--- config.mk ---
export PLATFORM = sky130hd
export DESIGN_NAME = linear_key_value_table
export DESIGN_NICKNAME = d
export VERILOG_FILES = /design/src/design/lkv_pkg.sv /design/src/design/lkv_cell.sv /design/src/design/linear_key_value_table.sv
export SDC_FILE = /design/constraint.sdc
export NUM_CORES = 2
export LEC_CHECK = 0
export BUFFER_PORTS_ARGS = -buffer_cell sky130_fd_sc_hd__buf_2
export CAP_MARGIN = 20
export CORE_MARGIN = 10
export CORE_UTILIZATION = 55
export DETAILED_ROUTE_END_ITERATION = 16
export HOLD_SLACK_MARGIN = 0.12
export MAX_ROUTING_LAYER = met4
export PLACE_DENSITY = 0.73
export RECOVER_POWER = 25
export REMOVE_ABC_BUFFERS = 1
export SLEW_MARGIN = 30
export SYNTH_ARGS = -nofsm -noshare
export SYNTH_HDL_FRONTEND = slang
export SYNTH_HIERARCHICAL = 1
export SYNTH_SLANG_ARGS = --single-unit
--- constraint.sdc ---
create_clock -name clk -period 36.1 [get_ports clk]
set_clock_uncertainty 0.15 [all_clocks]
set_input_delay 7.22 -clock clk [delete_from_list [all_inputs] [get_ports clk]]
set_output_delay 7.22 -clock clk [all_outputs]
set_load 0.02 [all_outputs]
--- src/design/lkv_pkg.sv ---
// ---------------------------------------------------------------------------
// lkv_pkg
// shared codes, defaults and the token control type of the key/value chain
// ---------------------------------------------------------------------------
`default_nettype none

package lkv_pkg;

  // default geometry
  localparam int ENTRIES_DEF    = 16;
  localparam int KEY_BITS_DEF   = 32;
  localparam int VALUE_BITS_DEF = 32;

  // field widths of the stream ports
  localparam int KIND_W   = 2;
  localparam int STATUS_W = 2;
  localparam int KEY_W    = 32;
  localparam int VALUE_W  = 32;

  // operation codes
  localparam logic [KIND_W-1:0] KIND_PUT = 2'd0;
  localparam logic [KIND_W-1:0] KIND_GET = 2'd1;
  localparam logic [KIND_W-1:0] KIND_DEL = 2'd2;

  // status codes
  localparam logic [STATUS_W-1:0] ST_OK      = 2'd0;
  localparam logic [STATUS_W-1:0] ST_MISSING = 2'd1;
  localparam logic [STATUS_W-1:0] ST_FULL    = 2'd2;

  // control part of an operation token moving down the chain
  typedef struct packed {
    logic              vld;
    logic [KIND_W-1:0] kind;
    logic              done;
  } token_ctrl_t;

endpackage

`default_nettype wire

--- src/design/lkv_cell.sv ---
// ---------------------------------------------------------------------------
// lkv_cell
// one table slot; checks the passing token and hands it to the next slot
// ---------------------------------------------------------------------------
`default_nettype none

module lkv_cell #(
  parameter int KEY_BITS   = lkv_pkg::KEY_BITS_DEF,
  parameter int VALUE_BITS = lkv_pkg::VALUE_BITS_DEF
) (
  input  wire                     clk,
  input  wire                     rst,
  input  wire                     en,
  input  wire lkv_pkg::token_ctrl_t in_ctrl,
  input  wire [KEY_BITS-1:0]      in_key,
  input  wire [VALUE_BITS-1:0]    in_value,
  input  wire [VALUE_BITS-1:0]    in_rdata,
  output lkv_pkg::token_ctrl_t    out_ctrl,
  output logic [KEY_BITS-1:0]     out_key,
  output logic [VALUE_BITS-1:0]   out_value,
  output logic [VALUE_BITS-1:0]   out_rdata
);

  logic                         slot_valid;
  logic [KEY_BITS-1:0]          slot_key;
  logic [VALUE_BITS-1:0]        slot_value;
  logic                         key_eq;
  logic                         hit;
  logic                         out_vld;
  logic [lkv_pkg::KIND_W-1:0]   out_kind;
  logic                         out_done;

  assign key_eq   = (slot_key == in_key);
  assign out_ctrl = '{vld: out_vld, kind: out_kind, done: out_done};

  // first-hit rule: only a token not yet served may act here
  always_comb begin
    hit = 1'b0;
    if (in_ctrl.vld && !in_ctrl.done) begin
      case (in_ctrl.kind)
        lkv_pkg::KIND_PUT: hit = !slot_valid || key_eq;
        lkv_pkg::KIND_GET: hit = slot_valid && key_eq;
        lkv_pkg::KIND_DEL: hit = slot_valid && key_eq;
        default:           hit = 1'b0;
      endcase
    end
  end

  always_ff @(posedge clk) begin
    if (rst) begin
      slot_valid <= 1'b0;
      out_vld    <= 1'b0;
    end else if (en) begin
      out_vld <= in_ctrl.vld;
      if (hit && in_ctrl.kind == lkv_pkg::KIND_PUT) begin
        slot_valid <= 1'b1;
      end else if (hit && in_ctrl.kind == lkv_pkg::KIND_DEL) begin
        slot_valid <= 1'b0;
      end
    end
  end

  always_ff @(posedge clk) begin
    if (en) begin
      out_kind  <= in_ctrl.kind;
      out_done  <= in_ctrl.done || hit;
      out_key   <= in_key;
      out_value <= in_value;
      out_rdata <= (hit && in_ctrl.kind == lkv_pkg::KIND_GET) ? slot_value : in_rdata;
      if (hit && in_ctrl.kind == lkv_pkg::KIND_PUT) begin
        slot_key   <= in_key;
        slot_value <= in_value;
      end
    end
  end

endmodule

`default_nettype wire

--- src/design/linear_key_value_table.sv ---
// from input transfer to result: ENTRIES slot cells, then one output register
// throughput: one operation per cycle while the result is not stalled; each slot sees operations in arrival order, so a
//   following operation always finds that slot as left by the ones before it
// a stalled result freezes the whole chain until it is taken
// reset (rst, synchronous, active high): all slots free, chain and output empty
// ---------------------------------------------------------------------------
// linear_key_value_table
// key/value table searched in slot order with first-hit priority; each
// operation travels down a row of slot cells, and the first cell that fits
// serves it (put: free or same key, get/delete: valid and same key)
// ---------------------------------------------------------------------------
`default_nettype none

module linear_key_value_table #(
  parameter int ENTRIES    = lkv_pkg::ENTRIES_DEF,
  parameter int KEY_BITS   = lkv_pkg::KEY_BITS_DEF,
  parameter int VALUE_BITS = lkv_pkg::VALUE_BITS_DEF
) (
  input  wire         clk,
  input  wire         rst,
  // operation stream
  input  wire         s_tvalid,
  output logic        s_tready,
  input  wire  [63:0] s_tdata,   // key [31:0], value [63:32]
  input  wire  [1:0]  s_tuser,   // kind [1:0]
  // result stream
  output logic        m_tvalid,
  input  wire         m_tready,
  output logic [39:0] m_tdata    // status [1:0], read_value [33:2], zero [39:34]
);

  // token taps between cells; tap 0 is the incoming transfer
  lkv_pkg::token_ctrl_t  ctrl  [0:ENTRIES];
  logic [KEY_BITS-1:0]   key   [0:ENTRIES];
  logic [VALUE_BITS-1:0] value [0:ENTRIES];
  logic [VALUE_BITS-1:0] rdata [0:ENTRIES];

  logic                          en;
  logic [lkv_pkg::STATUS_W-1:0]  status_next;

  // whole chain moves when the output slot is free or being emptied
  assign en       = !m_tvalid || m_tready;
  assign s_tready = en;

  assign ctrl[0].vld  = s_tvalid;
  assign ctrl[0].kind = s_tuser;
  assign ctrl[0].done = 1'b0;
  assign key[0]       = KEY_BITS'(s_tdata[31:0]);
  assign value[0]     = VALUE_BITS'(s_tdata[63:32]);
  assign rdata[0]     = '0;

  for (genvar i = 0; i < ENTRIES; i++) begin : g_cell
    lkv_cell #(
      .KEY_BITS   (KEY_BITS),
      .VALUE_BITS (VALUE_BITS)
    ) u_cell (
      .clk       (clk),
      .rst       (rst),
      .en        (en),
      .in_ctrl   (ctrl[i]),
      .in_key    (key[i]),
      .in_value  (value[i]),
      .in_rdata  (rdata[i]),
      .out_ctrl  (ctrl[i+1]),
      .out_key   (key[i+1]),
      .out_value (value[i+1]),
      .out_rdata (rdata[i+1])
    );
  end

  // a token that left the last cell unserved failed its search
  always_comb begin
    status_next = lkv_pkg::ST_OK;
    if (!ctrl[ENTRIES].done) begin
      case (ctrl[ENTRIES].kind)
        lkv_pkg::KIND_PUT: status_next = lkv_pkg::ST_FULL;
        lkv_pkg::KIND_GET: status_next = lkv_pkg::ST_MISSING;
        lkv_pkg::KIND_DEL: status_next = lkv_pkg::ST_MISSING;
        default:           status_next = lkv_pkg::ST_OK;
      endcase
    end
  end

  // output register
  always_ff @(posedge clk) begin
    if (rst) begin
      m_tvalid <= 1'b0;
    end else if (en) begin
      m_tvalid <= ctrl[ENTRIES].vld;
    end
  end

  always_ff @(posedge clk) begin
    if (en) begin
      m_tdata <= {6'd0, 32'(rdata[ENTRIES]), status_next};
    end
  end

  // only a found get carries a value
  a_value_only_when_ok: assert property (@(posedge clk) disable iff (rst)
    m_tvalid && m_tdata[1:0] != lkv_pkg::ST_OK |-> m_tdata[33:2] == 32'd0)
    else $error("nonzero read_value on a failed operation");

  // no status code beyond table full
  a_status_legal: assert property (@(posedge clk) disable iff (rst)
    m_tvalid |-> m_tdata[1:0] != 2'd3)
    else $error("illegal status code");

  // padding bits stay clear
  a_pad_zero: assert property (@(posedge clk) disable iff (rst)
    m_tvalid |-> m_tdata[39:34] == 6'd0)
    else $error("result padding not zero");

  // nothing leaves the block right after reset
  a_reset_empty: assert property (@(posedge clk)
    !rst && $past(rst) |-> !m_tvalid)
    else $error("result valid right after reset");

endmodule

`default_nettype wire
# Word level (Yosys, flattened, before mapping)
# Cells that the tools add are included.
op_classes:
  n_mux: 80
  n_mul: 0
  eq_ne: 50
  shift: 0
  n_reduce_logical: 225
  n_lt_le_gt_ge: 0
  add_sub_neg: 0
  n_bitwise: 0
  div_mod_pow: 0
ops:
  columns: ["op", "n"]
  rows:
  - ["== test 32 bit", 16]
  - ["two-way mux 32 bit", 15]
  - ["logical AND 1 bit", 79]
  - ["AND reduction 2 bit", 32]
  - ["two-way mux 1 bit", 48]
  - ["== test 2 x 1 -> 1 bit, second input constant", 17]
  - ["== test 2 bit, second input constant", 17]
  - ["logical NOT 2 bit", 17]
  - ["OR reduction 2 bit", 17]
  - ["logical NOT 1 bit", 32]
  - ["logical OR 1 bit", 32]
  - ["case mux 1 bit (2 select lines)", 16]
  - ["nonzero test 2 bit", 16]
  - ["case mux 2 bit (2 select lines)", 1]
totals:
  word_cells: 500
  register_bits: 2611
  latch_bits: 0
  ram_bits: 0
  romBits: 0
  output_inout_bits: 42
  input_bits: 70
  n_memories: 0

# Longest topological paths before layout
logic_depth:
  ltp_word: 7
  mapped_depth: 9

# Hierarchy
# Netlist, hierarchy kept.
modules_own_cells:
  columns: ["module", "seq_area_each_um2", "n_inst", "cells_per_inst", "area_per_inst_um2"]
  rows:
  - ["lkv_cell (g_cell[10].u_cell ...)", 4934.7, 15, 493, 7200.7]
  - ["lkv_cell (g_cell[0].u_cell)", 4934.7, 1, 263, 5967.0]
  - ["linear_key_value_table", 1041.0, 1, 50, 1148.6]

# Least setup slack after synthesis
# No wires, ideal clock.
synth_timing:
  path_kind: "input to output"
  start: "input port m_tready"
  end: "output port s_tready"
  arrival_time_ps: 18443
  required_ps: 28730
  setup_slack_ps: 10287
  n_path_buf: 0
  stages: 1
  path_cell_list: "nand2b_4"
synth_via:
  elab_chain_cells: 1
synth_lines:
  columns: ["item", "line_no", "text"]
  rows:
  - ["start, declared", "linear_key_value_table.sv:28", "input wire m_tready,"]
  - ["logical OR 1 bit", "linear_key_value_table.sv:42", "assign en = !m_tvalid || m_tready;"]
  - ["end, declared", "linear_key_value_table.sv:23", "output logic s_tready,"]
# No other way between the ends.

# Worst setup path after layout
# Same ends and word-level chain as after synthesis.

==> summary.md <==
| Metric | Value |
|---|---|
| Status | completed |
| Pins Over Slew Limit | 0 |
| Skew-Pair Late Insertion Delay | 890 ps |
| Via-per-instance ratio | 5.903 |
| Gr busiest metal | met2 |
| Post-layout min period | 15720 ps |
| Max incr delay on CP | 580 ps |
| Period utilization | 43.54% |
| R2R cell count | 7 |
| Overflow after GRT | 0 |
| Clock root cell | clkbuf_16 |
| Hold-fix buffers, CTS | 0 |
| Die W | 473.7 um |
| PwrDens | 50.02 nW/um^2 |
| DRC violations left | 0 |
| CP Launch Type | primary input |
| Die Y | 473.7 um |
| FF-to-FF Start | m_tvalid |
| Syn avg cell area | 14.81 um^2 |
| Worst-case vdd ir drop | 0.00005281 V |
| Unrepaired setup endpoints after global routing | no |
| DRT antenna net count | 0 |
| Global-route wire length before repair | 317100 um |
| Synth-to-Final Area Change | 9.532% |
| Worst R2R End | g_cell[0].u_cell/out_key[5] |
| Worst-margin pin slew | 943.6 ps |
| Flop2flop setup slack | 30510 ps |
| Post-CTS Setup Bufs | 0 |
| Layout cell share with drive strength beyond 1 | 15.01% |
| Final setup fails | 0 |
| Fillers | 14550 |
| Met1 Track Usage GR | 20.14% |
| Leakage power | 41.87 nW |
| Syn. warnings | 6 |
| Core Box Area | 204800 um^2 |
| Worst setup path class | primary input to output port |
| IO Port Bufs | 105 |
| Initial DRC Count | 4362 |
| GRT Overall Usage | 17.04% |
| Critical Path End Type | output port |
| Util after Layout | 60.55% |
| # H-tree levels | 5 |
| Cell family with most CP delay | simple AND/OR/NAND/NOR gates |
| Average wire per standard cell | 18.33 um |
| PostCTS Resize Cnt | 0 |
| Vias | 61700 |
| Cell count after synthesis | 7644 |
| Hold Path Origin | g_cell[14].u_cell/out_value[17] |
| Total Routed Length | 191600 um |
| Die footprint | 224400 um^2 |
| Hold path cells | 0 |
| Initial antenna violation count | 0 |
| Worst Path Arrival | 8350 ps |
| CP bufs+invs | 2 |
| Io pins | 112 |
| Hold crit path type | flip-flop to flip-flop |
| Mapped cell area | 113200 um^2 |
| N_diodes | 0 |
| Worst hold endpoint | g_cell[15].u_cell/slot_value[17] |
| GR met3 Demand/Resource | 2.618% |
| CP Max Fanout | 54 |
| CTS Buf Count | 274 |
| Final hold slack | 266.9 ps |
| DR pass1 iterations | 8 |
| Largest net degree at the start of global routing | 196 |
| WP data required | 28730 ps |
| Max_slew headroom | 37.10% |
| # rows | 166 |
| Setup TNS | 0 ps |
| Max cap viols | 0 |
| Initial Util | 55.28% |
| NumNets Final | 7711 |
| CP most frequent cell | buf_2 |
| CTS Sinks | 2611 |
| CP max stage cell | nand2b_4 |
| Vias in the first global route | 62030 |
| Fmax | 63.63 MHz |
| Detailed placement HPWL | 125500 um |
| TritonCTS clock tree | done |
| Clock slew seen by the registers of the worst setup and hold paths | 60 ps |
| Final Hold Fails | 0 |
| Critical Path, Cell by Cell | buf_2 -> nand2b_4 -> buf_2 |
| Final GP Congestion | 0.7846 |
| M2 GR Usage | 29.64% |
| Longest Clk Path Bufs | 4 |
[per-layer routing]
metal / share of wire (%) / up-vias
li1: - / 29560
met1: 42 / 30200
met2: 52 / 1534
met3: 4.1 / 410
met4: 2.5 / 0
met5: 0 / -
[through the flow]
| stage | std cells | total power, mW | setup slack (ps) | instance area [um^2] |
|---|---|---|---|---|
| 6_report | 10450 | 6.202 | 20380 | 124000 |
| 3_3_place_gp | 9987 | 3.617 | 20340 | 115500 |
| 4_1_cts | 10450 | 6.270 | 20340 | 123900 |
| 2_1_floorplan | 7057 | 3.576 | 10710 | 110200 |
| 5_1_grt | 10450 | 6.405 | 20250 | 124000 |
| 3_5_place_dp | 9987 | 3.631 | 20340 | 115600 |
[area by class of cell]
class	instances	area [um^2]	area share [%]
clock inverters	136	1185	0.9556
multi-input cells	4411	32420	26.14
inverters	35	131.4	0.1060
repair buffers	243	1658	1.337
flip-flops and latches	2611	78070	62.97
well taps	2688	3363	2.712
clock buffers	328	7166	5.779
[sequential cells by signal (all words and copies together) (netlist names)]
name / count
g_cell.u_cell/out_done: 16
g_cell.u_cell/slot_key: 512
g_cell.u_cell/out_value: 480
m_tdata: 34
g_cell.u_cell/slot_value: 512
g_cell.u_cell/out_kind: 32
g_cell.u_cell/out_key: 480
m_tvalid: 1
g_cell.u_cell/out_vld: 16
g_cell.u_cell/out_rdata: 512
g_cell.u_cell/slot_valid: 16
[where the power goes]
part / leakage, nW / total, mW / switching [mW] / internal, mW
clock network: 4.09 / 2.63 / 1.08 / 1.56
registers: 24.7 / 3.46 / 0.0614 / 3.40
logic: 13.1 / 0.110 / 0.0634 / 0.0462
total: 41.9 / 6.20 / 1.20 / 5.00
[how the worst max path moves through the flow]
stage	startpoint	to	slack (ps)	cells past startpoint
6_report	m_tready	s_tready	20380	3
5_1_grt	m_tready	s_tready	20250	3
4_1_cts	m_tready	s_tready	20340	3
3_5_place_dp	m_tready	s_tready	20340	3
3_3_place_gp	m_tready	s_tready	20340	3
2_1_floorplan	m_tready	s_tready	10710	1
[cells in the final DEF, fill, tap and decap left out, drive strengths merged]
master,instances
edfxtp,2578
nand3,993
and3,960
nor2b,512
xor2,480
o211ai,480
a211oi,480
clkbuf,328
buf,243
nor4,122
clkinv,104
ha,65
conb,40
inv,40
nand4,38
a21oi,34
dfxtp,33
xnor2,32
mux2,32
and4,30
bufinv,21
a21o,16
o21ai,16
mux2i,16
nor2,16
nor4b,16
or4b,15
o31ai,15
clkinvlp,6
nand2b,1
a21bo,1
nand2,1
No activity file was read; power rests on OpenSTA's default activity.
